===== src/design/gb2d_pkg.sv =====
// Shared types, constants and the kernel distance-class function of the blur block.
`timescale 1ns / 1ps

package gb2d_pkg;

  localparam int KERNEL_SIZE    = 5;
  localparam int HALF_K         = KERNEL_SIZE / 2;
  localparam int COEF_FRAC_BITS = 14;
  localparam int DEF_MAX_WIDTH  = 1024;

  localparam int PIX_W      = 8;
  localparam int COEF_W     = 16;
  localparam int IMG_W_W    = 11;
  localparam int IMG_H_W    = 12;
  localparam int OUT_X_W    = 10;
  localparam int OUT_Y_W    = 12;
  localparam int CFG_IDX_W  = 3;
  localparam int CFG_DATA_W = 16;

  localparam int NUM_CLASSES   = 6;
  // Largest number of window taps sharing one distance class.
  localparam int MAX_CLASS_CNT = 8;
  localparam int CLS_SUM_W     = PIX_W + $clog2(MAX_CLASS_CNT);
  localparam int PROD_W        = CLS_SUM_W + COEF_W;
  localparam int NUM_PAIRS     = NUM_CLASSES / 2;
  localparam int PAIR_W        = PROD_W + 1;
  localparam int TOTAL_W       = PAIR_W + $clog2(NUM_PAIRS + 1);
  localparam int PIX_MAX       = 255;

  localparam int OUT_FIFO_DEPTH = 8;

  localparam logic [IMG_W_W-1:0] RST_IMAGE_WIDTH  = IMG_W_W'(640);
  localparam logic [IMG_H_W-1:0] RST_IMAGE_HEIGHT = IMG_H_W'(480);

  typedef enum logic [CFG_IDX_W-1:0] {
    REG_IMAGE_WIDTH,
    REG_IMAGE_HEIGHT,
    REG_COEF_D00,
    REG_COEF_D01,
    REG_COEF_D11,
    REG_COEF_D02,
    REG_COEF_D12,
    REG_COEF_D22
  } cfg_reg_e;

  typedef enum logic [2:0] {
    CLS_D00,
    CLS_D01,
    CLS_D11,
    CLS_D02,
    CLS_D12,
    CLS_D22
  } cls_e;

  typedef logic [PIX_W-1:0]       pix_t;
  typedef pix_t [KERNEL_SIZE-2:0] lb_word_t;
  typedef pix_t [KERNEL_SIZE-1:0] col_t;
  typedef logic [COEF_W-1:0]      coef_t;
  typedef logic [CLS_SUM_W-1:0]   cls_sum_t;

  typedef struct packed {
    pix_t pixel_in;
    logic start_of_frame;
  } in_item_t;

  typedef struct packed {
    pix_t               pixel_out;
    logic [OUT_X_W-1:0] out_x;
    logic [OUT_Y_W-1:0] out_y;
  } out_item_t;

  // Per-item control that travels alongside the arithmetic pipeline.
  typedef struct packed {
    logic               emit;
    logic               inner;
    logic [OUT_X_W-1:0] out_x;
    logic [OUT_Y_W-1:0] out_y;
  } gb2d_tag_t;

  // Distance class of window tap (r, c) relative to the window center.
  function automatic cls_e class_of(int r, int c);
    int   dy;
    int   dx;
    int   lo;
    int   hi;
    cls_e cls;
    dy = (r >= HALF_K) ? r - HALF_K : HALF_K - r;
    dx = (c >= HALF_K) ? c - HALF_K : HALF_K - c;
    lo = (dx < dy) ? dx : dy;
    hi = (dx < dy) ? dy : dx;
    if (hi == 0) begin
      cls = CLS_D00;
    end else if (hi == 1) begin
      cls = (lo == 0) ? CLS_D01 : CLS_D11;
    end else if (lo == 0) begin
      cls = CLS_D02;
    end else if (lo == 1) begin
      cls = CLS_D12;
    end else begin
      cls = CLS_D22;
    end
    return cls;
  endfunction

endpackage


===== src/design/gb2d_mac.sv =====
// Weighting, accumulation, scaling and saturation of the class sums.
`timescale 1ns / 1ps

module gb2d_mac
  import gb2d_pkg::*;
(
  input  logic                       clk_i,
  input  logic                       rst_ni,
  input  logic                       sum_valid_i,
  input  cls_sum_t [NUM_CLASSES-1:0] sums_i,
  input  gb2d_tag_t                  tag_i,
  input  coef_t [NUM_CLASSES-1:0]    coefs_i,
  output logic                       done_o,
  output logic                       push_o,
  output out_item_t                  res_o
);

  logic                           p_valid_q;
  logic [NUM_CLASSES-1:0][PROD_W-1:0] prod_q;
  logic [NUM_CLASSES-1:0][PROD_W-1:0] prod_d;
  gb2d_tag_t                      p_tag_q;
  logic                           a_valid_q;
  logic [NUM_PAIRS-1:0][PAIR_W-1:0] pair_q;
  logic [NUM_PAIRS-1:0][PAIR_W-1:0] pair_d;
  gb2d_tag_t                      a_tag_q;
  logic [TOTAL_W-1:0]             total;
  logic [TOTAL_W-1:0]             scaled;
  pix_t                           sat_pix;

  always_comb begin
    for (int k = 0; k < NUM_CLASSES; k++) begin
      prod_d[k] = PROD_W'(sums_i[k]) * PROD_W'(coefs_i[k]);
    end
  end

  always_comb begin
    for (int i = 0; i < NUM_PAIRS; i++) begin
      pair_d[i] = PAIR_W'(prod_q[2*i]) + PAIR_W'(prod_q[2*i+1]);
    end
  end

  // Floor by the fraction shift, then clamp to the pixel range.
  always_comb begin
    total = '0;
    for (int i = 0; i < NUM_PAIRS; i++) begin
      total = total + TOTAL_W'(pair_q[i]);
    end
    scaled  = total >> COEF_FRAC_BITS;
    sat_pix = (scaled > TOTAL_W'(PIX_MAX)) ? PIX_W'(PIX_MAX) : scaled[PIX_W-1:0];
  end

  always_ff @(posedge clk_i or negedge rst_ni) begin
    if (!rst_ni) begin
      p_valid_q <= 1'b0;
      a_valid_q <= 1'b0;
    end else begin
      p_valid_q <= sum_valid_i;
      a_valid_q <= p_valid_q;
    end
  end

  always_ff @(posedge clk_i) begin
    prod_q  <= prod_d;
    p_tag_q <= tag_i;
    pair_q  <= pair_d;
    a_tag_q <= p_tag_q;
  end

  assign done_o          = a_valid_q;
  assign push_o          = a_valid_q && a_tag_q.emit;
  assign res_o.pixel_out = a_tag_q.inner ? sat_pix : '0;
  assign res_o.out_x     = a_tag_q.out_x;
  assign res_o.out_y     = a_tag_q.out_y;

endmodule


===== config.mk =====
export PLATFORM = sky130hd
export DESIGN_NAME = gb2d_mac
export DESIGN_NICKNAME = d
export VERILOG_FILES = /design/src/design/gb2d_pkg.sv /design/src/design/gb2d_mac.sv
export SDC_FILE = /design/constraint.sdc
export NUM_CORES = 2
export LEC_CHECK = 0
export BUFFER_PORTS_ARGS = -buffer_cell sky130_fd_sc_hd__buf_2
export CELL_PAD_IN_SITES_DETAIL_PLACEMENT = 0
export CELL_PAD_IN_SITES_GLOBAL_PLACEMENT = 1
export CORE_MARGIN = 5
export CORE_UTILIZATION = 45
export DETAILED_ROUTE_END_ITERATION = 12
export PLACE_DENSITY_LB_ADDON = 0.1
export SLEW_MARGIN = 30
export SYNTH_ARGS = -nofsm -noshare
export SYNTH_HDL_FRONTEND = slang
export SYNTH_SLANG_ARGS = --single-unit

===== constraint.sdc =====
create_clock -name clk_i -period 7.6 [get_ports clk_i]
set_input_delay 0.38 -clock clk_i [delete_from_list [all_inputs] [get_ports clk_i]]
set_output_delay 0.38 -clock clk_i [all_outputs]
set_load 0.02 [all_outputs]

Word level (Yosys, flattened, before mapping)
Cells that the tools add are included.
Operators by class
  $add $sub $neg: 5
  multipliers: 6
  $lt $le $gt $ge: 1
  muxes and demuxes: 2
  reduce and logical (&&, ||, !) cells: 1
Operator list (count)
  multiplier 11 x 16 -> 27 bit: 6
  adder 27 x 27 -> 28 bit: 3
  adder 29 x 28 -> 30 bit: 1
  adder 28 x 28 -> 29 bit: 1
  greater-than comparator 16 x 8 -> 1 bit (second input constant): 1
  2-to-1 mux 8 bit: 2
  logical AND 1 bit: 1
Storage, ports and cells
  flip-flop bits (word level): 296
  input bits: 189
  output and inout port bits: 32
  word-level logic and storage cells: 34

Logic depth before layout (Yosys ltp)
  depth in word-level cells: 5
  depth in mapped cells: 23
  depth with buffers taken out: 22

Least setup slack after synthesis
Ideal clock, no wire load.
  path type: input -> register
  start point: input port sums_i[2] (netlist bit)
  end point: register prod_q[26] (netlist bit)
  library setup time: 0.121 ns
  data arrival time: 5.508 ns
  data required time: 7.479 ns
  path slack: 1.971 ns
  stages on the path: 21
  path buffers: 1
  cells stage by stage: clkbuf_1 nand2_1 fa_1 inv_1 fa_1 fa_1 fa_1 inv_1 fa_1 inv_1 ha_1 a211o_1 a21oi_1 nor2b_1 a311oi_1 a211oi_1 a31oi_1 a21oi_1 a41o_1 o22ai_1 xnor2_1
RTL lines
  start, declared: RTL line gb2d_mac.sv:10  | input cls_sum_t [NUM_CLASSES-1:0] sums_i,
  end signal, assigned: RTL line gb2d_mac.sv:63  | prod_q <= prod_d;
  end, declared: RTL line gb2d_mac.sv:19  | logic [NUM_CLASSES-1:0][PROD_W-1:0] prod_q;

==> reports/metrics.cfg <==
[sta]
relSlewSlack_pct = 54.4
tns_ps = 0
fmax_mhz = 176
period_share_pct = 74.8
maxSlewViolCount = 0
hold_violations = 0
period_needed_ps = 5690
rsz0062_at_grt = no
setup_ws_ps = 1910
tightest_slew_ps = 676
report.final.setup_viol = 0
skew_ps = 12.4

[synthesis]
avgSynthCellArea_um2 = 9.10
synth-compound-area-share_pct = 7.40
synth-simple-area-share_pct = 16.3
synth_area_um2 = 44300
async_flop_share_pct = 0.676
syn_inst = 4868
synth_edf_count = 0
yosys.area_share.adder_pct = 49.3
ys_ff_latch = 296
muxShareOfSynthArea_pct = 0.0903
yosysTopAreaCell = fa_1
yosys_warnings = 0
seq_area_frac_synth_pct = 13.4
syn_nets = 6335
synth_xor_xnor_area_share_pct = 3.77
synth.top_cells.by_area = fa_1 (35%), ha_1 (14%), dfxtp_1 (13%)
synth_top_area_share_pct = 35.2
yosysMostFrequentCell = inv_1
synth_top_family_by_area = adder cells
yosys_most_used_dff = dfxtp_1
ys_types = 68
synth_top_cells_by_count = inv_1 (936), fa_1 (780), nand2_1 (614), and2_1 (527), ha_1 (498)

[die]
initial_core_util_pct = 45.2
rows = 115
ioPinCount = 221
die_w_um = 324
die_h_um = 324
core_um2 = 98100
die_area_um2 = 105000

[power_and_ir_drop]
vdd_drop_max_uv = 435
p_per_area_nw_per_um2 = 455
static-leakage-power_nw = 24.2

[global_routing]
grt_antenna_before_repair = 7
grt-ovfl-total = 0
grt_pass1_wl_um = 178000
track_usage_pct = 21.2
grt_max_degree = 17
first_global_vias = 34400

[placed_design]
io_buffer_count = 220
gp_congestion = 0.845
hpwlAfterDp_um = 87700
dp_slack_ps = 1390
dpl_cell_area_um2 = 46200
dp.cells = 6186

[critical_path]
path_common_cell = fa_1
cp.required_ps = 8040
crit_path_start = sums_i[5]
critPathKind = input port to register
cp_cell_sequence = buf_2, and2_1, fa_1, inv_1, fa_1, inv_1, fa_1, fa_1, inv_1, fa_1, inv_1, ha_1, a211o_1, a21oi_1, nor2b_1, a311oi_1, a211oi_1, a31oi_1, a21oi_1, a41o_1, o22ai_1, xnor2_1
critical_path.slowest_cell = fa_1
end_kind = register
cp.arrival_ps = 6120
timing.rr.start = prod_q[7]
worstPathMaxFanout = 16
startpoint_type = input port
critical-path-max-stage-delay_ps = 540

[cells_and_area]
final_area_um2 = 47700
final_util_pct = 48.6
nets = 6430
register_area_um2 = 5940
multi_input_area_um2 = 34100
layout-drive-gt1-share_pct = 6.10
area_growth_pct = 7.63
layout.cells.non_filler = 6277
fillers = 9738

[clocking]
clkTransAtPathRegs_ps = 60
htree_levels = 2
cts_root_buf = clkbuf_16
numCtsBuffers = 36
clk_path_buf_depth = 3
cts_tree = yes
cts.repair.resized = 0
cts_sinks = 296
clock_latency_ps = 560

[status]
status = complete, no violations

[detailed_routing]
drt_iter0_markers = 1170
postRouteAntennaNets = 0
num_vias = 31600
drc_errors = 0
drt-total-wl_um = 107000
drtPass1Iterations = 5
wl_per_cell_um = 17.1
via_per_inst = 5.03

[job]
max_cap_violations = 0

[worst_hold_path]
hp-class = input port to async pin

-- flip-flops by register name (all words and copies together) (netlist names) --
name,flops
prod_q,162
pair_q,84
p_tag_q,24
res_o,22
a_tag_q,2
done_o,1
p_valid_q,1
-- cells by family (layout without fill, tap and decap cells) --
logic type	count (synthesis)	count (layout)
AND/OR/NAND/NOR	1470	1470
adder cells (fa/ha/maj)	1278	1278
buffers and inverters	1125	1244
AO/OA/AOI/OAI	504	504
flip-flops	296	296
XOR/XNOR	191	191
multiplexers	4	4
other	0	3
-- path summary, 6_finish.rpt --
check	to	slack, ps	cells past startpoint
setup / recovery	prod_q[26]	1910	22
hold / removal	done_o	140	2
setup reg to reg	pair_q[27]	4250	11
hold reg to reg	res_o[8]	320	0
max in group asynchronous	p_valid_q	7360	2
min in group clk_i	prod_q[81]	240	2
-- routing by layer --
layer / GRT usage (%) / vias up / part of all wire, %
li1: - / 15000 / -
met5: 0 / - / 0
met1: 27.0 / 16000 / 43
met2: 38.5 / 467 / 51
met4: 4.79 / 0 / 2.1
met3: 2.57 / 132 / 3.6
-- area by class of cell --
cell class | count | share of cell area [%]
Multi-Input combinational cell | 3447 | 71.5
Tap cell | 1287 | 3.38
Timing Repair Buffer | 246 | 2.85
Clock inverter | 15 | 0.365
Sequential cell | 296 | 12.4
Antenna cell | 3 | 0.0157
Clock buffer | 47 | 2.12
Inverter | 936 | 7.37
-- where the power goes --
group	switching, mW	total [mW]	internal [mW]
Clock	0.685	1.70	1.02
Combinational	9.72	17.1	7.38
Sequential	0.427	2.89	2.47
-- placed cells by master (no fill, tap or decap), drive strengths merged, types with 93 or more instances in the layout --
| master | count |
|---|---|
| ha | 498 |
| and2 | 527 |
| inv | 939 |
| nand2 | 614 |
| nor2 | 141 |
| xnor2 | 145 |
| o21ai | 93 |
| fa | 780 |
| a21oi | 153 |
| buf | 220 |
| dfxtp | 294 |
-- worst max-delay path, delay by kind of cell --
| family | cells | cell delay, ps |
|---|---|---|
| fa+ha+maj | 6 | 2840 |
| buf+inv | 5 | 410 |
| simple gates | 2 | 290 |
| compound gates | 8 | 2090 |
| xor+xnor | 1 | 100 |
-- stage by stage --
| step | hold slack, ps | power [mW] |
|---|---|---|
| final | 142 | 21.7 |
| after CTS | 101 | 22.1 |
| after detailed placement | 168 | 20.1 |
| after global placement | 164 | 20.1 |
| after floorplan | 84.4 | 15.7 |
| after global routing | 122 | 24.4 |
-- repair_timing --
item                                   in CTS  in global routing
endpoints found under the hold margin      27                  0
setup buffers                               0                  0
hold buffers                               26                  0
(Power assumes the default switching activity.)
