### src/design/gb2d_pkg.sv
// Shared types, constants and the kernel distance-class function of the blur block.
`timescale 1ns / 1ps

package gb2d_pkg;

  localparam int KERNEL_SIZE    = 5;
  localparam int HALF_K         = KERNEL_SIZE / 2;
  localparam int COEF_FRAC_BITS = 14;
  localparam int DEF_MAX_WIDTH  = 1024;

  localparam int PIX_W      = 8;
  localparam int COEF_W     = 16;
  localparam int IMG_W_W    = 11;
  localparam int IMG_H_W    = 12;
  localparam int OUT_X_W    = 10;
  localparam int OUT_Y_W    = 12;
  localparam int CFG_IDX_W  = 3;
  localparam int CFG_DATA_W = 16;

  localparam int NUM_CLASSES   = 6;
  // Largest number of window taps sharing one distance class.
  localparam int MAX_CLASS_CNT = 8;
  localparam int CLS_SUM_W     = PIX_W + $clog2(MAX_CLASS_CNT);
  localparam int PROD_W        = CLS_SUM_W + COEF_W;
  localparam int NUM_PAIRS     = NUM_CLASSES / 2;
  localparam int PAIR_W        = PROD_W + 1;
  localparam int TOTAL_W       = PAIR_W + $clog2(NUM_PAIRS + 1);
  localparam int PIX_MAX       = 255;

  localparam int OUT_FIFO_DEPTH = 8;

  localparam logic [IMG_W_W-1:0] RST_IMAGE_WIDTH  = IMG_W_W'(640);
  localparam logic [IMG_H_W-1:0] RST_IMAGE_HEIGHT = IMG_H_W'(480);

  typedef enum logic [CFG_IDX_W-1:0] {
    REG_IMAGE_WIDTH,
    REG_IMAGE_HEIGHT,
    REG_COEF_D00,
    REG_COEF_D01,
    REG_COEF_D11,
    REG_COEF_D02,
    REG_COEF_D12,
    REG_COEF_D22
  } cfg_reg_e;

  typedef enum logic [2:0] {
    CLS_D00,
    CLS_D01,
    CLS_D11,
    CLS_D02,
    CLS_D12,
    CLS_D22
  } cls_e;

  typedef logic [PIX_W-1:0]       pix_t;
  typedef pix_t [KERNEL_SIZE-2:0] lb_word_t;
  typedef pix_t [KERNEL_SIZE-1:0] col_t;
  typedef logic [COEF_W-1:0]      coef_t;
  typedef logic [CLS_SUM_W-1:0]   cls_sum_t;

  typedef struct packed {
    pix_t pixel_in;
    logic start_of_frame;
  } in_item_t;

  typedef struct packed {
    pix_t               pixel_out;
    logic [OUT_X_W-1:0] out_x;
    logic [OUT_Y_W-1:0] out_y;
  } out_item_t;

  // Per-item control that travels alongside the arithmetic pipeline.
  typedef struct packed {
    logic               emit;
    logic               inner;
    logic [OUT_X_W-1:0] out_x;
    logic [OUT_Y_W-1:0] out_y;
  } gb2d_tag_t;

  // Distance class of window tap (r, c) relative to the window center.
  function automatic cls_e class_of(int r, int c);
    int   dy;
    int   dx;
    int   lo;
    int   hi;
    cls_e cls;
    dy = (r >= HALF_K) ? r - HALF_K : HALF_K - r;
    dx = (c >= HALF_K) ? c - HALF_K : HALF_K - c;
    lo = (dx < dy) ? dx : dy;
    hi = (dx < dy) ? dy : dx;
    if (hi == 0) begin
      cls = CLS_D00;
    end else if (hi == 1) begin
      cls = (lo == 0) ? CLS_D01 : CLS_D11;
    end else if (lo == 0) begin
      cls = CLS_D02;
    end else if (lo == 1) begin
      cls = CLS_D12;
    end else begin
      cls = CLS_D22;
    end
    return cls;
  endfunction

endpackage

### src/design/gb2d_window.sv
// Pixel window shift register and per-distance-class pixel sums.
`timescale 1ns / 1ps

module gb2d_window
  import gb2d_pkg::*;
(
  input  logic                             clk_i,
  input  logic                             rst_ni,
  input  logic                             col_valid_i,
  input  col_t                             column_i,
  input  gb2d_tag_t                        tag_i,
  output logic                             sum_valid_o,
  output cls_sum_t [NUM_CLASSES-1:0]       sums_o,
  output gb2d_tag_t                        tag_o
);

  pix_t [KERNEL_SIZE-1:0][KERNEL_SIZE-1:0] win_q;
  pix_t [KERNEL_SIZE-1:0][KERNEL_SIZE-1:0] win_d;
  logic                                    s2_valid_q;
  gb2d_tag_t                               s2_tag_q;
  logic                                    s3_valid_q;
  cls_sum_t [NUM_CLASSES-1:0]              s3_sums_q;
  cls_sum_t [NUM_CLASSES-1:0]              sums_d;
  gb2d_tag_t                               s3_tag_q;

  // Shift every row one tap left and drop the new column in on the right.
  always_comb begin
    for (int r = 0; r < KERNEL_SIZE; r++) begin
      for (int c = 0; c < KERNEL_SIZE - 1; c++) begin
        win_d[r][c] = win_q[r][c+1];
      end
      win_d[r][KERNEL_SIZE-1] = column_i[r];
    end
  end

  // Taps of equal distance share a weight, so add them before multiplying.
  always_comb begin
    for (int k = 0; k < NUM_CLASSES; k++) begin
      sums_d[k] = '0;
      for (int r = 0; r < KERNEL_SIZE; r++) begin
        for (int c = 0; c < KERNEL_SIZE; c++) begin
          if (class_of(r, c) == cls_e'(k)) begin
            sums_d[k] = sums_d[k] + CLS_SUM_W'(win_q[r][c]);
          end
        end
      end
    end
  end

  always_ff @(posedge clk_i or negedge rst_ni) begin
    if (!rst_ni) begin
      win_q      <= '0;
      s2_valid_q <= 1'b0;
      s3_valid_q <= 1'b0;
    end else begin
      if (col_valid_i) begin
        win_q <= win_d;
      end
      s2_valid_q <= col_valid_i;
      s3_valid_q <= s2_valid_q;
    end
  end

  always_ff @(posedge clk_i) begin
    s2_tag_q  <= tag_i;
    s3_tag_q  <= s2_tag_q;
    s3_sums_q <= sums_d;
  end

  assign sum_valid_o = s3_valid_q;
  assign sums_o      = s3_sums_q;
  assign tag_o       = s3_tag_q;

endmodule

### config.mk
export PLATFORM = sky130hd
export DESIGN_NAME = gb2d_window
export DESIGN_NICKNAME = d
export VERILOG_FILES = /design/src/design/gb2d_pkg.sv /design/src/design/gb2d_window.sv
export SDC_FILE = /design/constraint.sdc
export NUM_CORES = 1
export LEC_CHECK = 0
export ABC_AREA = 1
export BUFFER_PORTS_ARGS = -buffer_cell sky130_fd_sc_hd__buf_2
export CAP_MARGIN = 40
export CORE_MARGIN = 1.5
export CORE_UTILIZATION = 52
export DETAILED_ROUTE_END_ITERATION = 10
export PLACE_DENSITY = 0.76
export SLEW_MARGIN = 20
export SYNTH_ARGS = -nofsm -noshare
export SYNTH_HDL_FRONTEND = slang
export SYNTH_SLANG_ARGS = --single-unit
### constraint.sdc
create_clock -name clk_i -period 6.9 [get_ports clk_i]
set_clock_uncertainty 0.1 [all_clocks]
set_input_delay 0.69 -clock clk_i [delete_from_list [all_inputs] [get_ports clk_i]]
set_output_delay 0.69 -clock clk_i [all_outputs]
set_load 0.02 [all_outputs]
# After elaboration in Yosys (flattened, before gate mapping)
# Index checks and enable logic that the tools add are counted.
[op_classes]
add_sub_neg = 19
[ops]
columns = ["operator", "n"]
rows = [
  ["adder 11 x 8 -> 11 bit", 7],
  ["adder 8 x 8 -> 9 bit", 5],
  ["adder 9 x 8 -> 10 bit", 4],
  ["adder 10 x 8 -> 11 bit", 3],
]
[totals]
regBits = 313
inputBits = 67
out_inout_bits = 91
word_cells = 60

# Depth between registers and ports, before layout
[logic_depth]
depth_word = 7
mapped_depth = 18
ltp_nobuf = 18

# Least setup slack after synthesis
# OpenSTA, ideal clock, no wires.
[synth_path]
path_kind = "reg2reg"
startpoint = "register win_q, in the netlist win_d[149]"
endpoint = "register s3_sums_q, in the netlist sums_o[52]"
setup_ps = 112
arrival_ps = 3416
required_time_ps = 6688
slack_ps = 3272
stages_incl_launch_ff = 16
path_buffers = 0
synth_period_minus_slack_ps = 3628
path_cell_list = "dfrtp_1 -> inv_1 -> fa_1 -> inv_1 -> fa_1 -> fa_1 -> inv_1 -> fa_1 -> inv_1 -> ha_1 -> a21oi_1 -> nor2_1 -> nor2_1 -> nand2_1 -> nand2_1 -> nand2_1"
[synth_rtl]
columns = ["element", "line", "rtl"]
rows = [
  ["start: declaration", "gb2d_window.sv:17", "pix_t [KERNEL_SIZE-1:0][KERNEL_SIZE-1:0] win_q;"],
  ["start signal: assignment", "gb2d_window.sv:57", "win_q <= win_d;"],
  ["end signal: assignment", "gb2d_window.sv:67", "s3_sums_q <= sums_d;"],
  ["end: declaration", "gb2d_window.sv:22", "cls_sum_t [NUM_CLASSES-1:0] s3_sums_q;"],
]

==> implementation parameters <==
Parameter                              Value

Placed design
  Count of buffers inserted at the top-level ports    150
  DP HPWL    22900 um
  Final weighted congestion in routability-driven placement    0.852

GRT
  First-pass GRT wire length    approximately 51000 um
  Sum of overflow across all layers after global routing    0
  Initial antenna violation count    0
  Vias in the first global route    about 10000
  Global-route total usage across every layer    0.210
  Pin count of the biggest net entering global routing    around 260

Die
  Die Span Y    174 um
  Area enclosed by the die boundary    between 30000 and 40000 sq um
  Placeable core area    28700 sq um
  I/O pins    ~160
  Row count    62
  Starting density of the core    0.527
  Die width    approximately 170 um

Drt
  Via count    10600
  Wire length after detailed routing    30900 um
  Mean routed wirelength per cell    14.2 um
  Number of nets with antenna violations after detailed routing    0
  Drc violations    0
  Detailed Routing Iterations Pass 1    5
  Number of vias per cell after detailed routing    between 4 and 5
  DRT iter0 DRCs    about 580

Clock tree
  CTS root buf    sky130_fd_sc_hd__clkbuf_16
  Cells resized by post-CTS repair    0
  Inserted Clock Buffers    35
  Count of hold-fix buffers inserted at cts    0
  H-tree level count    2
  Number of clock sinks seen by CTS    309
  Clock-pin transition on the worst setup and hold timing paths    around 60 ps
  Insertion delay of the later-clocked pin in the worst-skew pair    about 500 ps
  Number of buffers inserted by post-CTS setup repair    0
  Clk buf depth    3
  Clock tree from TritonCTS    yes

Yosys
  Synth warnings    0
  Number of unique standard cell types used by synthesis    27
  Post-synthesis instance total    1619
  Average cell area after synthesis    between 9 and 10 sq um
  Synthesis-stage register bit count    around 310
  Proportion of synthesized chip area in sequential cells    0.476
  Summed instance area of the synthesized netlist    about 15000 sq um

Power and ir drop
  Maximum VDD drop    between 0.0002 and 0.0003 V
  Standby leakage power    slightly above 9 nW
  Total power    a little over 0.008 W
  Power Dens Cells    approximately 470 nW/um^2

Setup path
  R2R setup slack    between 3000 and 4000 ps
  Startpoint of the worst-slack reg-to-reg timing path    win_d[149]
  Signal arrival time at the worst endpoint    between 4000 and 5000 ps
  Biggest fanout along the worst timing path    4
  Type of destination of the critical path    flop
  Endpoint of the worst-slack reg-to-reg timing path    sums_o[52]
  Launching element of the worst setup path    win_d[149]
  Critical path required time    slightly above 7000 ps
  Kind of critical path    flop to flop
  Cells on worst reg2reg path    15
  Startpoint class of the critical path    flop

Layout
  P&R area growth vs syn    14.6%
  Final-stage net count    2000
  Most common cell after layout, fill and taps aside    sky130_fd_sc_hd__inv_1
  Number of diodes added for antenna fixing    0
  Fraction of layout instances using a drive strength above 1    0.131
  Leading cell types in the layout, fill and taps excluded    319 x sky130_fd_sc_hd__inv_1, 318 x sky130_fd_sc_hd__nand2_1, 202 x sky130_fd_sc_hd__dfrtp_1

Worst hold path
  Worst hold path class    input pin to async pin

Run
  Max-cap violations    0

Timing
  Unrepaired setup endpoints after global routing    false
  Crit path time final    ~3800 ps
  Hold Worst Slack    ~120 ps
  Worst-Margin Slew    1010 ps
  Remaining max-slew budget at the tightest pin    0.324
  Total count of max-transition violations in the final report    0
  Final setup violation count    0
  Setup_tns    0 ps
  Period utilization    0.558
  Fin. Hold Viols    0
  Fmax    roughly 0.26 GHz

Run status
  Run status    completed
## routing by layer
| layer | routed length, um | GRT usage |
|---|---|---|
| met5 | 0 | 0 |
| met4 | 833 | 0.0656 |
| met3 | 1340 | 0.0342 |
| met2 | 14700 | 0.346 |
| met1 | 13900 | 0.285 |
## worst max-delay path by stage
stage                             to  slack, ps  depth (start not counted)
after floorplan           sums_o[52]       3270                         15
after global placement    sums_o[52]       3100                         15
after detailed placement  sums_o[52]       3080                         15
after CTS                 sums_o[52]       3060                         15
after global routing      sums_o[52]       2790                         15
final                     sums_o[52]       3050                         15
## cells by family (layout without fill, tap and decap cells)
group / after synthesis / in the layout / share of synthesized area
other: 1 / 7 / 0.000248
adder cells (fa/ha/maj): 166 / 166 / 0.177
AND/OR/NAND/NOR: 481 / 481 / 0.131
AO/OA/AOI/OAI: 245 / 245 / 0.0859
buffers and inverters: 369 / 537 / 0.100
flip-flops: 309 / 309 / 0.476
XOR/XNOR: 31 / 31 / 0.0180
multiplexers: 17 / 17 / 0.0127
## Yosys cell counts, drive strengths merged
cell type | n | share of area
dfrtp | 202 | 0.33
fa | 79 | 0.10
nand3b | 11 | 0.0055
nand4 | 16 | 0.0066
mux2 | 17 | 0.013
inv | 319 | 0.079
a21boi | 1 | 0.00050
clkbuf | 8 | 0.0020
xnor2 | 9 | 0.0052
or2 | 7 | 0.0029
o21a | 9 | 0.0045
conb | 1 | 0.00025
dfxtp | 107 | 0.14
o21ai | 123 | 0.041
nor2 | 72 | 0.018
nand2 | 318 | 0.079
a21oi | 111 | 0.039
ha | 87 | 0.072
nor3 | 5 | 0.0017
buf | 42 | 0.019
nand3 | 52 | 0.017
a21o | 1 | 0.00050
xor2 | 22 | 0.013
## worst max-delay path: stages, from the launching register on
cell                      delay, ps
sky130_fd_sc_hd__dfrtp_1        350
sky130_fd_sc_hd__inv_1           70
sky130_fd_sc_hd__fa_1           530
sky130_fd_sc_hd__inv_1           50
sky130_fd_sc_hd__fa_1           500
sky130_fd_sc_hd__fa_1           540
sky130_fd_sc_hd__inv_1           50
sky130_fd_sc_hd__fa_1           520
sky130_fd_sc_hd__inv_1           40
sky130_fd_sc_hd__ha_1           350
sky130_fd_sc_hd__a21oi_1        270
sky130_fd_sc_hd__nor2_1          70
sky130_fd_sc_hd__nor2_1         120
sky130_fd_sc_hd__nand2_1         70
sky130_fd_sc_hd__nand2_1         60
sky130_fd_sc_hd__nand2_1         40
## power by group
group          leakage (nW)  switching [W]  internal (W)
sequential             3.32       0.000150       0.00219
clock                 0.565       0.000711       0.00113
combinational          5.18        0.00243       0.00151
## state kept, by name, indices dropped and copies added, names as in the netlist
name / count
s2_tag_q: 24
s2_valid_q: 1
sum_valid_o: 1
sums_o: 59
tag_o: 24
win_d: 160
win_q: 40
## per-stage QoR
step	area [sq um]	utilization	instances	setup WS, ps
2_1_floorplan	15100	-	1625	3270
3_3_place_gp	16100	0.561	2112	3100
3_5_place_dp	16100	0.561	2112	3080
4_1_cts	17300	0.602	2175	3060
5_1_grt	17300	0.604	2177	2790
6_report	17300	0.604	2177	3050
## area by class of cell
cell class / count / area, sq um
Multi-Input combinational cell: 947 / 6430
Tap cell: 384 / 480
Clock buffer: 57 / 1100
Inverter: 319 / 1200
Sequential cell: 309 / 7200
Clock inverter: 6 / 56.3
Fill cell: 2467 / 11400
Timing Repair Buffer: 155 / 860
(Power assumes the default switching activity.)
