--- config.mk ---
export PLATFORM = sky130hd
export DESIGN_NAME = gb2d_out_fifo
export DESIGN_NICKNAME = d
export VERILOG_FILES = /design/src/design/gb2d_pkg.sv /design/src/design/gb2d_out_fifo.sv
export SDC_FILE = /design/constraint.sdc
export NUM_CORES = 1
export LEC_CHECK = 0
export ABC_AREA = 1
export ABC_CLOCK_PERIOD_IN_PS = 4000
export BUFFER_PORTS_ARGS = -buffer_cell sky130_fd_sc_hd__buf_2
export CAP_MARGIN = 25
export CORE_AREA = 2 2 133 135
export CTS_CLUSTER_SIZE = 10
export DETAILED_ROUTE_END_ITERATION = 10
export DIE_AREA = 0 0 135 137
export PLACE_DENSITY = 0.83
export SLEW_MARGIN = 20
export SYNTH_ARGS = -nofsm -noshare
export SYNTH_HDL_FRONTEND = slang
export SYNTH_SLANG_ARGS = --single-unit
--- constraint.sdc ---
create_clock -name clk_i -period 4 [get_ports clk_i]
set_clock_uncertainty 0.2 [all_clocks]
set_input_delay 0.4 -clock clk_i [delete_from_list [all_inputs] [get_ports clk_i]]
set_output_delay 0.4 -clock clk_i [all_outputs]
set_load 0.005 [all_outputs]
--- src/design/gb2d_pkg.sv ---
// Shared types, constants and the kernel distance-class function of the blur block.
`timescale 1ns / 1ps

package gb2d_pkg;

  localparam int KERNEL_SIZE    = 5;
  localparam int HALF_K         = KERNEL_SIZE / 2;
  localparam int COEF_FRAC_BITS = 14;
  localparam int DEF_MAX_WIDTH  = 1024;

  localparam int PIX_W      = 8;
  localparam int COEF_W     = 16;
  localparam int IMG_W_W    = 11;
  localparam int IMG_H_W    = 12;
  localparam int OUT_X_W    = 10;
  localparam int OUT_Y_W    = 12;
  localparam int CFG_IDX_W  = 3;
  localparam int CFG_DATA_W = 16;

  localparam int NUM_CLASSES   = 6;
  // Largest number of window taps sharing one distance class.
  localparam int MAX_CLASS_CNT = 8;
  localparam int CLS_SUM_W     = PIX_W + $clog2(MAX_CLASS_CNT);
  localparam int PROD_W        = CLS_SUM_W + COEF_W;
  localparam int NUM_PAIRS     = NUM_CLASSES / 2;
  localparam int PAIR_W        = PROD_W + 1;
  localparam int TOTAL_W       = PAIR_W + $clog2(NUM_PAIRS + 1);
  localparam int PIX_MAX       = 255;

  localparam int OUT_FIFO_DEPTH = 8;

  localparam logic [IMG_W_W-1:0] RST_IMAGE_WIDTH  = IMG_W_W'(640);
  localparam logic [IMG_H_W-1:0] RST_IMAGE_HEIGHT = IMG_H_W'(480);

  typedef enum logic [CFG_IDX_W-1:0] {
    REG_IMAGE_WIDTH,
    REG_IMAGE_HEIGHT,
    REG_COEF_D00,
    REG_COEF_D01,
    REG_COEF_D11,
    REG_COEF_D02,
    REG_COEF_D12,
    REG_COEF_D22
  } cfg_reg_e;

  typedef enum logic [2:0] {
    CLS_D00,
    CLS_D01,
    CLS_D11,
    CLS_D02,
    CLS_D12,
    CLS_D22
  } cls_e;

  typedef logic [PIX_W-1:0]       pix_t;
  typedef pix_t [KERNEL_SIZE-2:0] lb_word_t;
  typedef pix_t [KERNEL_SIZE-1:0] col_t;
  typedef logic [COEF_W-1:0]      coef_t;
  typedef logic [CLS_SUM_W-1:0]   cls_sum_t;

  typedef struct packed {
    pix_t pixel_in;
    logic start_of_frame;
  } in_item_t;

  typedef struct packed {
    pix_t               pixel_out;
    logic [OUT_X_W-1:0] out_x;
    logic [OUT_Y_W-1:0] out_y;
  } out_item_t;

  // Per-item control that travels alongside the arithmetic pipeline.
  typedef struct packed {
    logic               emit;
    logic               inner;
    logic [OUT_X_W-1:0] out_x;
    logic [OUT_Y_W-1:0] out_y;
  } gb2d_tag_t;

  // Distance class of window tap (r, c) relative to the window center.
  function automatic cls_e class_of(int r, int c);
    int   dy;
    int   dx;
    int   lo;
    int   hi;
    cls_e cls;
    dy = (r >= HALF_K) ? r - HALF_K : HALF_K - r;
    dx = (c >= HALF_K) ? c - HALF_K : HALF_K - c;
    lo = (dx < dy) ? dx : dy;
    hi = (dx < dy) ? dy : dx;
    if (hi == 0) begin
      cls = CLS_D00;
    end else if (hi == 1) begin
      cls = (lo == 0) ? CLS_D01 : CLS_D11;
    end else if (lo == 0) begin
      cls = CLS_D02;
    end else if (lo == 1) begin
      cls = CLS_D12;
    end else begin
      cls = CLS_D22;
    end
    return cls;
  endfunction

endpackage

--- src/design/gb2d_out_fifo.sv ---
// Result queue between the arithmetic pipeline and the output channel.
`timescale 1ns / 1ps

module gb2d_out_fifo
  import gb2d_pkg::*;
#(
  parameter int DEPTH = OUT_FIFO_DEPTH,
  localparam int PW = $clog2(DEPTH),
  localparam int CW = $clog2(DEPTH + 1)
) (
  input  logic          clk_i,
  input  logic          rst_ni,
  input  logic          push_i,
  input  out_item_t     push_data_i,
  input  logic          pop_i,
  output logic          valid_o,
  output out_item_t     data_o,
  output logic [CW-1:0] count_o
);

  out_item_t     fifo_mem [DEPTH];
  logic [PW-1:0] wr_ptr_q;
  logic [PW-1:0] rd_ptr_q;
  logic [CW-1:0] cnt_q;
  logic          do_pop;

  assign valid_o = (cnt_q != '0);
  assign do_pop  = pop_i && valid_o;

  always_ff @(posedge clk_i) begin
    if (push_i) begin
      fifo_mem[wr_ptr_q] <= push_data_i;
    end
  end

  always_ff @(posedge clk_i or negedge rst_ni) begin
    if (!rst_ni) begin
      wr_ptr_q <= '0;
      rd_ptr_q <= '0;
      cnt_q    <= '0;
    end else begin
      if (push_i) begin
        wr_ptr_q <= (wr_ptr_q == PW'(DEPTH - 1)) ? '0 : wr_ptr_q + PW'(1);
      end
      if (do_pop) begin
        rd_ptr_q <= (rd_ptr_q == PW'(DEPTH - 1)) ? '0 : rd_ptr_q + PW'(1);
      end
      if (push_i && !do_pop) begin
        cnt_q <= cnt_q + CW'(1);
      end else if (do_pop && !push_i) begin
        cnt_q <= cnt_q - CW'(1);
      end
    end
  end

  assign data_o  = fifo_mem[rd_ptr_q];
  assign count_o = cnt_q;

endmodule

Word-level counts from Yosys, hierarchy flattened
Memories as Yosys holds them, arrays and structs flattened. Index checks and enable logic that the tools add are counted.

Bits in registers: 10. Bits in writable memories: 240. Input bits: 34. Output and inout port bits: 35. Memories kept: 1.

Memory list: fifo_mem (depth 8, bits a word 30, read ports 1, clocked after memory_dff 0, write ports 1, RTL line gb2d_out_fifo.sv:21) `out_item_t fifo_mem [DEPTH];`.

$add $sub $neg: 4. Eq/ne operators: 2. Multiplexer cells: 6. Reductions and logical operators: 7.

Operators by type and width (number): $mux 4 (2); $add 3x1->3 const B (2); $eq 3x3->1 const B (2); $mux 3 (2); $add 4x1->4 const B (1); $reduce_bool 4->1 (1); $sub 4x1->4 const B (1); $logic_and 1x1->1 (3); $logic_not 1->1 (2); $mux 1 (2); $reduce_bool 2->1 (1).

Longest topological paths before layout
Gate-level depths: netlist of the first run.

Depth after elaboration: 5. Mapped depth: 12. Gate-level depth less buffers: 12.

Worst setup path after synthesis of the first run
OpenSTA, ideal clock, no wires.

Path type: register to register. From: register wr_ptr_q[0]. To: memory fifo_mem[0][0] in the netlist's numbering (enable). Library setup time: 417 ps. Arrival: 1838 ps. Data required time: 3383 ps. Path slack: 1545 ps. Cell stages (with the launch flop): 4. Clock period less this slack: 2455 ps. Path through: dfrtp_1 inv_1 nand2_1 nor2_1.

RTL lines: start: declaration (RTL line gb2d_out_fifo.sv:22) `logic [PW-1:0] wr_ptr_q;`; start signal: assignment (RTL line gb2d_out_fifo.sv:43) `wr_ptr_q <= (wr_ptr_q == PW'(DEPTH - 1)) ? '0 : wr_ptr_q + PW'(1);`; end: declaration (RTL line gb2d_out_fifo.sv:21).

No word-level cell before the write port.

==> qor.csv, run 1 <==
stage;metric;value;unit
outcome;status;complete, no violations;
detailed_routing;average via count per standard cell;5.13;
sta;TNS Setup;0;ns
power_and_ir_drop;pwr dens;673;nW/um^2
cts;worst skew pair latency;0.52;ns
global_routing;Total GRT Usage;24.2;%
cts;Clock Path Buffers;3;
die;IO Pins;69;
sta;fmax;311;MHz
synth;Syn Nets;1159;
detailed_routing;starting DRC count in detailed routing;729;
die;Core Rows;48;
detailed_routing;DR WL/cell;15.1;um
place;dpl ws;1.38;ns
detailed_routing;Pre-antenna DRT Iters;5;
global_routing;largest net degree at the start of global routing;85;
cts;postcts setup bufs;0;
synth;Seq cells post-synth;250;
sta;Slew HR;44.6;%
global_routing;number of global-route vias before repair;7261;
critical_path;Worst Setup SP;rd_ptr_q[0];
sta;Final period util;80.3;%
power_and_ir_drop;Total Power;8.52;mW
synth;synth unique cells;18;
critical_path;most frequent CP cell;nand2_1;
sta;Final Hold Viols;0;
die;initial core utilization;64.0;%
critical_path;reg2reg end;count_o[3];
critical_path;Worst EP arrival;2.61;ns
cts;TritonCTS Buffers;28;
cells_and_area;ant diodes;0;
detailed_routing;number of remaining DRC errors;0;
critical_path;Worst setup endpoint;data_o[21];
place;# placed instances;1380;
critical_path;CP Launch Type;flop;
cts;CTS root buf;clkbuf_16;
synth;Cell Area, Synth;10900;sq um
global_routing;first-pass GRT wire length;34500;um
die;Core Box Area;17100;sq um
cells_and_area;most frequent cells in the layout;nand2_1 (415), nor2_1 (244), edfxtp_1 (240);
global_routing;grt ovf;0;
synth;Yosys Warn Count;0;
critical_path;data required time of the critical path;3.40;ns
cells_and_area;Post-Layout Cell Count;1456;
cells_and_area;commonest non-fill, non-tap cell in the layout;nand2_1;
sta;hold_ws;0.0583;ns
sta;Slew @ Worst Pin;0.832;ns
critical_path;critical-path maximum fanout;84;
flow_run;maxcap violations;0;
place;number of I/O port buffers;68;
cells_and_area;layout cells sized above 1;10.4;%
min_path;Hold/Removal Path Class;input pin to async pin;
sta;min Tclk post-route;3.21;ns
synth;Syn Area/Cell;9.77;sq um
die;Die ar.;18500;sq um
critical_path;FF-to-FF setup slack;1.71;ns
critical_path;critical path class;flop to output pin;
detailed_routing;Post-DRT Antenna Nets;0;
critical_path;R2R cell count;11;
place;DPL Wire Length;12000;um
critical_path;critical-path cell list;buf_4, nor2_1, nor2_1, nand2_1, nand2_1, nand2_1, nand2_1, buf_2;
synth;register area share after synthesis;68.4;%
synth;Post-Synthesis Cells;1117;
global_routing;initial antenna violation count;0;
cts;H-tree depth;1;
detailed_routing;final WL;22100;um
cts;CTS tree;built;
cells_and_area;Total Nets Final;1263;
cts;Worst-path clk slew;0.05;ns
place;Final GP Congestion;0.739;
critical_path;Worst Setup End Kind;output pin;
critical_path;slowest stage delay, CP;0.96;ns
sta;max-slew violations;0;
place;placed inst area;11500;sq um
power_and_ir_drop;Pleak;5.53;nW
cells_and_area;design area;12700;sq um
cells_and_area;Final Core Density;74.3;%
cells_and_area;Area Growth Syn to Fin;16.2;%
die;Die Height;137;um
die;Die X;135;um
cts;clk sink count;250;
power_and_ir_drop;peak supply drop;0.000533;V
detailed_routing;via count;7473;
sta;Final Setup Violations;0;
sta;RSZ-0062 raised after global routing;no;
critical_path;slowest CP cell;dfrtp_4;
critical_path;FF-to-FF Start;count_o[0];
sta;fin worst setup slack;0.788;ns
==> flip-flops by register name (all words and copies together) (netlist names) <==
name      cells
fifo_mem    240
count_o       4
rd_ptr_q      3
wr_ptr_q      3
==> area by class of cell <==
type                       instances  area [sq um]
sequential                       250          7460
multi-input combinational        690          2760
timing repair buffer             120           913
clock buffer                      40           767
tap                              225           282
fill                            1059          4390
inverter                         131           492
==> what timing repair did <==
| action | CTS | global route |
|---|---|---|
| resized for setup | 0 | 0 |
| hold buffers | 33 | 0 |
| endpoints found under the setup margin | 0 | 0 |
| endpoints found under the hold margin | 254 | 0 |
==> worst min path at each step <==
stage	from	depth (start not counted)	endpoint
after floorplan	rst_ni	0	count_o[0]
after detailed placement	rst_ni	1	count_o[2]
after global placement	rst_ni	1	count_o[2]
final	rst_ni	2	count_o[2]
after CTS	rst_ni	2	count_o[2]
after global routing	rst_ni	2	count_o[2]
==> cell usage after synthesis, drive strengths merged <==
| library cell | count | area, sq um |
|---|---|---|
| nand2 | 415 | 1560 |
| inv | 131 | 492 |
| o21ai | 6 | 30.0 |
| ha | 7 | 87.6 |
| a21oi | 1 | 5.00 |
| dfrtp | 10 | 250 |
| fa | 1 | 20.0 |
| edfxtp | 240 | 7210 |
| nand3 | 5 | 25.0 |
| clkbuf | 6 | 22.5 |
| buf | 40 | 241 |
| xnor2 | 2 | 17.5 |
| or2 | 1 | 6.26 |
| nor2 | 252 | 946 |
==> where the power goes <==
part,internal [mW],leakage (nW),switching (mW)
registers,3.22,2.30,0.219
clock network,1.30,0.370,0.901
logic,1.02,2.87,1.86
==> critical path, delay by kind of cell, from the launching register on <==
family	cells	cell delay (ns)
buffers and inverters	2	0.55
DFF	1	0.96
and+or+nand+nor	6	0.57
==> cell families (layout without fill, tap and decap cells) <==
family	Yosys count	after routing	synth area share (%)
adders and majority gates	8	8	0.986
AOI/OAI and AO/OA	7	7	0.321
DFF	250	250	68.4
buffers and inverters	177	291	6.93
and+or+nand+nor	673	673	23.2
xor gates and xnor gates	2	2	0.161
==> routing by layer <==
layer / track usage [%] / part of all wire [%] / vias up
met5: 0 / 0 / -
met4: 9.20 / 1.6 / 0
met3: 3.52 / 7.0 / 29
met1: 30.2 / 40 / 3473
met2: 43.3 / 52 / 297
li1: - / - / 3674
Power figures use the tool's default switching activity.
==> run 2: changes to the inputs <==
--- a/config.mk
+++ b/config.mk
@@ -6,14 +6,14 @@
 export NUM_CORES = 1
 export LEC_CHECK = 0
 export ABC_AREA = 1
-export ABC_CLOCK_PERIOD_IN_PS = 4000
+export ABC_CLOCK_PERIOD_IN_PS = 2900
 export BUFFER_PORTS_ARGS = -buffer_cell sky130_fd_sc_hd__buf_2
 export CAP_MARGIN = 25
-export CORE_AREA = 2 2 133 135
+export CORE_AREA = 2 2 144 146
 export CTS_CLUSTER_SIZE = 10
 export DETAILED_ROUTE_END_ITERATION = 10
-export DIE_AREA = 0 0 135 137
-export PLACE_DENSITY = 0.83
+export DIE_AREA = 0 0 146 148
+export PLACE_DENSITY = 0.75
 export SLEW_MARGIN = 20
 export SYNTH_ARGS = -nofsm -noshare
 export SYNTH_HDL_FRONTEND = slang
==> constraint.sdc (replaced) <==
create_clock -name clk_i -period 2.9 [get_ports clk_i]
set_clock_uncertainty 0.2 [all_clocks]
set_input_delay 0.29 -clock clk_i [delete_from_list [all_inputs] [get_ports clk_i]]
set_output_delay 0.29 -clock clk_i [all_outputs]
set_load 0.005 [all_outputs]
==> run 2 against run 1 <==
Net effect:
- core utilization down 11 points
- die area up 17%
- cell count up 3.0%
- global-route usage down 4.3 points
- sequential power up 36%
- via count down 4.0%
- power up 38%
- register-to-register slack worse by 1.1 ns
- worst setup slack worse by 0.52 ns
- clock power up 35%
- design area up 0.65%
- hold slack better by 0.30 ns
- largest power group unchanged
- highest routed layer unchanged
==> qor.csv, run 2 (synthesis gave the netlist of run 1 again) <==
stage;metric;value;unit
sta;fmax;380;MHz
sta;Final Setup Violations;0;
critical_path;critical-path cell list;buf_4, nor2_1, nor2_1, nand2_1, nand2_1, nand2_1, nand2_1, buf_2;
global_routing;busiest metal layer after global routing;met2;
die;Die Height;148;um
sta;RSZ-0062 raised after global routing;no;
critical_path;critical-path maximum fanout;28;
detailed_routing;average via count per standard cell;4.78;
critical_path;worst path buffer plus inverter count;2;
sta;min Tclk post-route;2.63;ns
power_and_ir_drop;Total Power;11.7;mW
cells_and_area;max reg flops;240;
detailed_routing;number of remaining DRC errors;0;
critical_path;Worst EP arrival;2.14;ns
sta;Slew HR;63.2;%
cts;CTS resizes;0;
global_routing;first-pass GRT wire length;34000;um
critical_path;most frequent CP cell;nand2_1;
sta;Slew @ Worst Pin;0.552;ns
die;Core Box Area;20000;sq um
die;Die X;146;um
cts;Clock Path Buffers;3;
critical_path;CP delay by family, top;flip-flops;
power_and_ir_drop;pwr dens;921;nW/um^2
sta;TNS Setup;0;ns
min_path;Hold/Removal Path Class;flop to flop;
global_routing;Total GRT Usage;20.0;%
cts;CTS tree;built;
critical_path;Worst Setup End Kind;output pin;
cells_and_area;commonest non-fill, non-tap cell in the layout;nand2_1;
detailed_routing;Pre-antenna DRT Iters;6;
cts;CTS root buf;clkbuf_16;
critical_path;slowest CP cell;dfrtp_4;
detailed_routing;Post-DRT Antenna Nets;0;
place;# placed instances;1431;
die;IO Pins;69;
detailed_routing;final WL;21500;um
cts;clk sink count;250;
sta;Final period util;90.7;%
cells_and_area;Post-Layout Cell Count;1499;
global_routing;met3 usage;3.30;%
global_routing;initial antenna violation count;0;
cells_and_area;most frequent cells in the layout;nand2_1 (415), nor2_1 (244), edfxtp_1 (240);
outcome;status;complete, no violations;
cells_and_area;Largest Register;fifo_mem;
cells_and_area;# fillers;1589;
cts;TritonCTS Buffers;29;
die;initial core utilization;54.4;%
critical_path;CP Launch Type;flop;
place;Final GP Congestion;0.733;
detailed_routing;DR WL/cell;14.4;um
die;Die ar.;21600;sq um
cts;Worst-path clk slew;0.05;ns
critical_path;critical path class;flop to output pin;
global_routing;largest net degree at the start of global routing;61;
place;DPL Wire Length;11800;um
sta;Final Hold Viols;0;
global_routing;met1 Use GR;25.4;%
cts;worst skew pair latency;0.52;ns
cells_and_area;layout cells sized above 1;10.9;%
place;number of I/O port buffers;68;
sta;max-slew violations;0;
cts;H-tree depth;1;
global_routing;grt ovf;0;
power_and_ir_drop;peak supply drop;0.000619;V
cells_and_area;Area Growth Syn to Fin;16.9;%
global_routing;number of global-route vias before repair;6872;
detailed_routing;starting DRC count in detailed routing;426;
detailed_routing;via count;7172;
critical_path;data required time of the critical path;2.41;ns
flow_run;maxcap violations;0;
cells_and_area;Total Nets Final;1269;
critical_path;slowest stage delay, CP;0.70;ns
die;Core Rows;52;
cells_and_area;ant diodes;0;
global_routing;GRT met2 Usage;35.7;%
power_and_ir_drop;Pleak;5.55;nW
run 2: cell count changes in the layout (fill, tap and decap cells not counted):
cell / delta
dlygate4sd3_1: +1
clkinvlp_4: +1
buf_4: +2
clkinv_2: +1
buf_12: +6
buf_16: -3
clkbuf_1: -9
buf_8: -1
run 2: report_power, final:
group	switching, mW	internal (mW)	total [mW]	leakage [nW]
Combinational	2.62	1.48	4.10	2.89
Clock	1.22	1.75	2.98	0.364
Sequential	0.233	4.44	4.67	2.30
Total	4.07	7.68	11.7	5.55
run 2: what timing repair did:
action	CTS	global route
endpoints found under the hold margin	256	0
hold buffers	34	0
endpoints found under the setup margin	0	3
buffers inserted	0	1
run 2: through the flow:
step	util, %	worst slack [ns]	cell area [sq um]	hold WS, ns
after CTS	63.5	0.129	12700	0.353
final	63.6	0.269	12800	0.361
after global placement	58.1	0.726	11600	-0.0391
after floorplan	-	0.445	10900	-0.206
after detailed placement	58.1	0.644	11600	-0.0382
after global routing	63.6	0.133	12800	0.374
run 2: final timing paths:
path | startpoint | to | slack (ns) | depth (start not counted)
worst min register to register | count_o[2] | count_o[2] | 0.36 | 2
worst max register to register | count_o[0] | count_o[3] | 0.65 | 11
worst max-delay path | rd_ptr_q[0] | data_o[28] | 0.27 | 8
max in group asynchronous | rst_ni | rd_ptr_q[0] | 1.54 | 3
min in group asynchronous | rst_ni | count_o[3] | 0.59 | 3
worst min-delay path | count_o[2] | count_o[2] | 0.36 | 2
run 2: worst register-to-register path, stage by stage, from the launching register on:
cell     delay [ns]
dfrtp_1        0.44
nor2_1         0.13
nand2_1        0.10
nand2_1        0.16
ha_1           0.20
inv_1          0.09
ha_1           0.31
or2_2          0.29
nand2_1        0.07
nand2_1        0.04
nand3_1        0.06
nand2_1        0.05
run 2: routing by layer:
layer  up-vias  part of all wire (%)
met1      3282                    42
met2       193                    51
met4         0                   1.2
met5         -                     0
met3        23                   6.6
li1       3674                     -
run 2: layout make-up:
type | instances | area, sq um | area share (%)
flip-flops and latches | 250 | 7460 | 58.5
inverters | 131 | 492 | 3.86
multi-input cells | 690 | 2760 | 21.6
repair buffers | 125 | 961 | 7.53
clock inverters | 2 | 12.5 | 0.0981
clock buffers | 31 | 733 | 5.75
well taps | 270 | 338 | 2.65
==> run 3: changes to the inputs <==
--- a/config.mk
+++ b/config.mk
@@ -13,7 +13,7 @@
 export CTS_CLUSTER_SIZE = 10
 export DETAILED_ROUTE_END_ITERATION = 10
 export DIE_AREA = 0 0 146 148
-export PLACE_DENSITY = 0.75
+export PLACE_DENSITY = 0.73
 export SLEW_MARGIN = 20
 export SYNTH_ARGS = -nofsm -noshare
 export SYNTH_HDL_FRONTEND = slang
==> run 3 against run 2 <==
Net effect:
- register-to-register slack barely moved
- first-iteration DRC count grew 26%
- core utilization increased by 0.16 points
- sequential power about the same
- sequential share of layout area shrank 0.14 points
- hold slack got worse by 0.0042 ns
- clock power rose by 2%
- via count is 1.5% higher
- worst setup slack better by 0.069 ns
- sequential cell count did not move
- power rose by 0.30%
- largest power group unchanged
==> qor.csv, run 3 (synthesis gave the netlist of run 1 again) <==
stage;metric;value;unit
outcome;status;complete, no violations;
global_routing;Total GRT Usage;19.9;%
cts;H-tree depth;1;
cts;clk sink count;250;
cts;TritonCTS Buffers;29;
critical_path;critical path class;flop to output pin;
detailed_routing;starting DRC count in detailed routing;538;
detailed_routing;number of remaining DRC errors;0;
sta;Slew @ Worst Pin;0.593;ns
critical_path;CP delay by family, top;flip-flops;
detailed_routing;via count;7277;
place;DPL Wire Length;12300;um
die;Die Height;148;um
critical_path;CP Launch Type;flop;
sta;max-slew violations;0;
sta;Final Hold Viols;0;
cts;CTS root buf;clkbuf_16;
sta;Slew HR;60.4;%
critical_path;critical-path cell list;buf_4, nor2_1, nor2_1, nand2_1, nand2_1, nand2_1, nand2_1, buf_2;
place;Final GP Congestion;0.757;
detailed_routing;final WL;21200;um
cts;Clock Path Buffers;3;
cts;worst skew pair latency;0.52;ns
sta;fmax;390;MHz
place;number of I/O port buffers;68;
global_routing;first-pass GRT wire length;34200;um
global_routing;met3 usage;2.62;%
sta;min Tclk post-route;2.56;ns
detailed_routing;Post-DRT Antenna Nets;0;
detailed_routing;average via count per standard cell;4.83;
sta;Final Setup Violations;0;
cells_and_area;Largest Register;fifo_mem;
cts;CTS tree;built;
cts;postcts setup bufs;0;
global_routing;largest net degree at the start of global routing;74;
global_routing;number of global-route vias before repair;7016;
critical_path;worst path buffer plus inverter count;2;
cells_and_area;Post-Layout Cell Count;1508;
cells_and_area;max reg flops;240;
critical_path;slowest stage delay, CP;0.59;ns
cells_and_area;Area Growth Syn to Fin;17.2;%
cells_and_area;most frequent cells in the layout;nand2_1 (415), nor2_1 (244), edfxtp_1 (240);
cells_and_area;ant diodes;0;
die;Core Rows;52;
min_path;Hold/Removal Path Class;flop to flop;
global_routing;initial antenna violation count;0;
critical_path;most frequent CP cell;nand2_1;
die;Core Box Area;20000;sq um
sta;hold_ws;0.357;ns
die;Die X;146;um
die;IO Pins;69;
cells_and_area;commonest non-fill, non-tap cell in the layout;nand2_1;
die;initial core utilization;54.4;%
critical_path;critical-path maximum fanout;24;
power_and_ir_drop;peak supply drop;0.000665;V
cells_and_area;Total Nets Final;1270;
cts;Worst-path clk slew;0.06;ns
cells_and_area;# fillers;1618;
critical_path;Worst Setup End Kind;output pin;
sta;fin worst setup slack;0.338;ns
global_routing;GRT met2 Usage;34.6;%
flow_run;maxcap violations;0;
global_routing;busiest metal layer after global routing;met2;
sta;RSZ-0062 raised after global routing;no;
sta;TNS Setup;0;ns
detailed_routing;DR WL/cell;14.1;um
critical_path;data required time of the critical path;2.41;ns
place;# placed instances;1433;
power_and_ir_drop;pwr dens;922;nW/um^2
global_routing;grt ovf;0;
detailed_routing;Pre-antenna DRT Iters;5;
sta;Final period util;88.4;%
cells_and_area;layout cells sized above 1;10.9;%
place;dpl ws;0.646;ns
die;Die ar.;21600;sq um
global_routing;met1 Use GR;26.4;%
critical_path;Worst EP arrival;2.07;ns
critical_path;slowest CP cell;dfrtp_4;
power_and_ir_drop;Pleak;5.57;nW
-- run 3: worst reg2reg max path: cells and delay by family, from the launching register on --
kind | cells | cell delay (ns)
simple gates | 8 | 0.90
fa+ha+maj | 2 | 0.51
flops | 1 | 0.44
buf+inv | 1 | 0.09
-- run 3: stage by stage --
step           instance area (sq um)  util (%)  total power [mW]
2_1_floorplan                  10900         -              7.49
3_3_place_gp                   11700      58.2              8.66
3_5_place_dp                   11700      58.2              8.79
4_1_cts                        12800      63.8              11.9
5_1_grt                        12800      63.8              12.6
6_report                       12800      63.8              11.8
-- run 3: path summary, 6_finish.rpt --
path                       slack (ns)           to  depth (start not counted)   startpoint
max                              0.34   data_o[13]                          8  rd_ptr_q[0]
min                              0.36   count_o[3]                          2   count_o[3]
max reg2reg                      0.65   count_o[3]                         11   count_o[0]
min reg2reg                      0.36   count_o[3]                          2   count_o[3]
max in group asynchronous        1.53  rd_ptr_q[0]                          3       rst_ni
min in group asynchronous        0.60  rd_ptr_q[0]                          3       rst_ni
-- run 3: area by class of cell --
| type | instances | area [sq um] | area share (%) |
|---|---|---|---|
| well taps | 270 | 338 | 2.64 |
| multi-input cells | 690 | 2760 | 21.6 |
| flip-flops and latches | 250 | 7460 | 58.4 |
| repair buffers | 126 | 961 | 7.52 |
| clock inverters | 2 | 13.8 | 0.108 |
| clock buffers | 39 | 763 | 5.97 |
| inverters | 131 | 492 | 3.85 |
-- run 3: layer usage --
layer / vias up / wire, um
li1: 3680 / -
met1: 3389 / 9300
met2: 169 / 10500
met3: 39 / 927
met4: 0 / 449
met5: - / 0
-- run 3: where the power goes --
group          switching (mW)  total, mW  internal, mW
Clock                    1.25       3.05          1.80
Combinational            2.62       4.08          1.46
Sequential              0.208       4.65          4.44
-- run 3: timing repair --
| action | 4_1_cts | 5_1_grt |
|---|---|---|
| gates resized for setup | 0 | 0 |
| hold endpoints to repair | 255 | 0 |
| hold buffers | 34 | 0 |
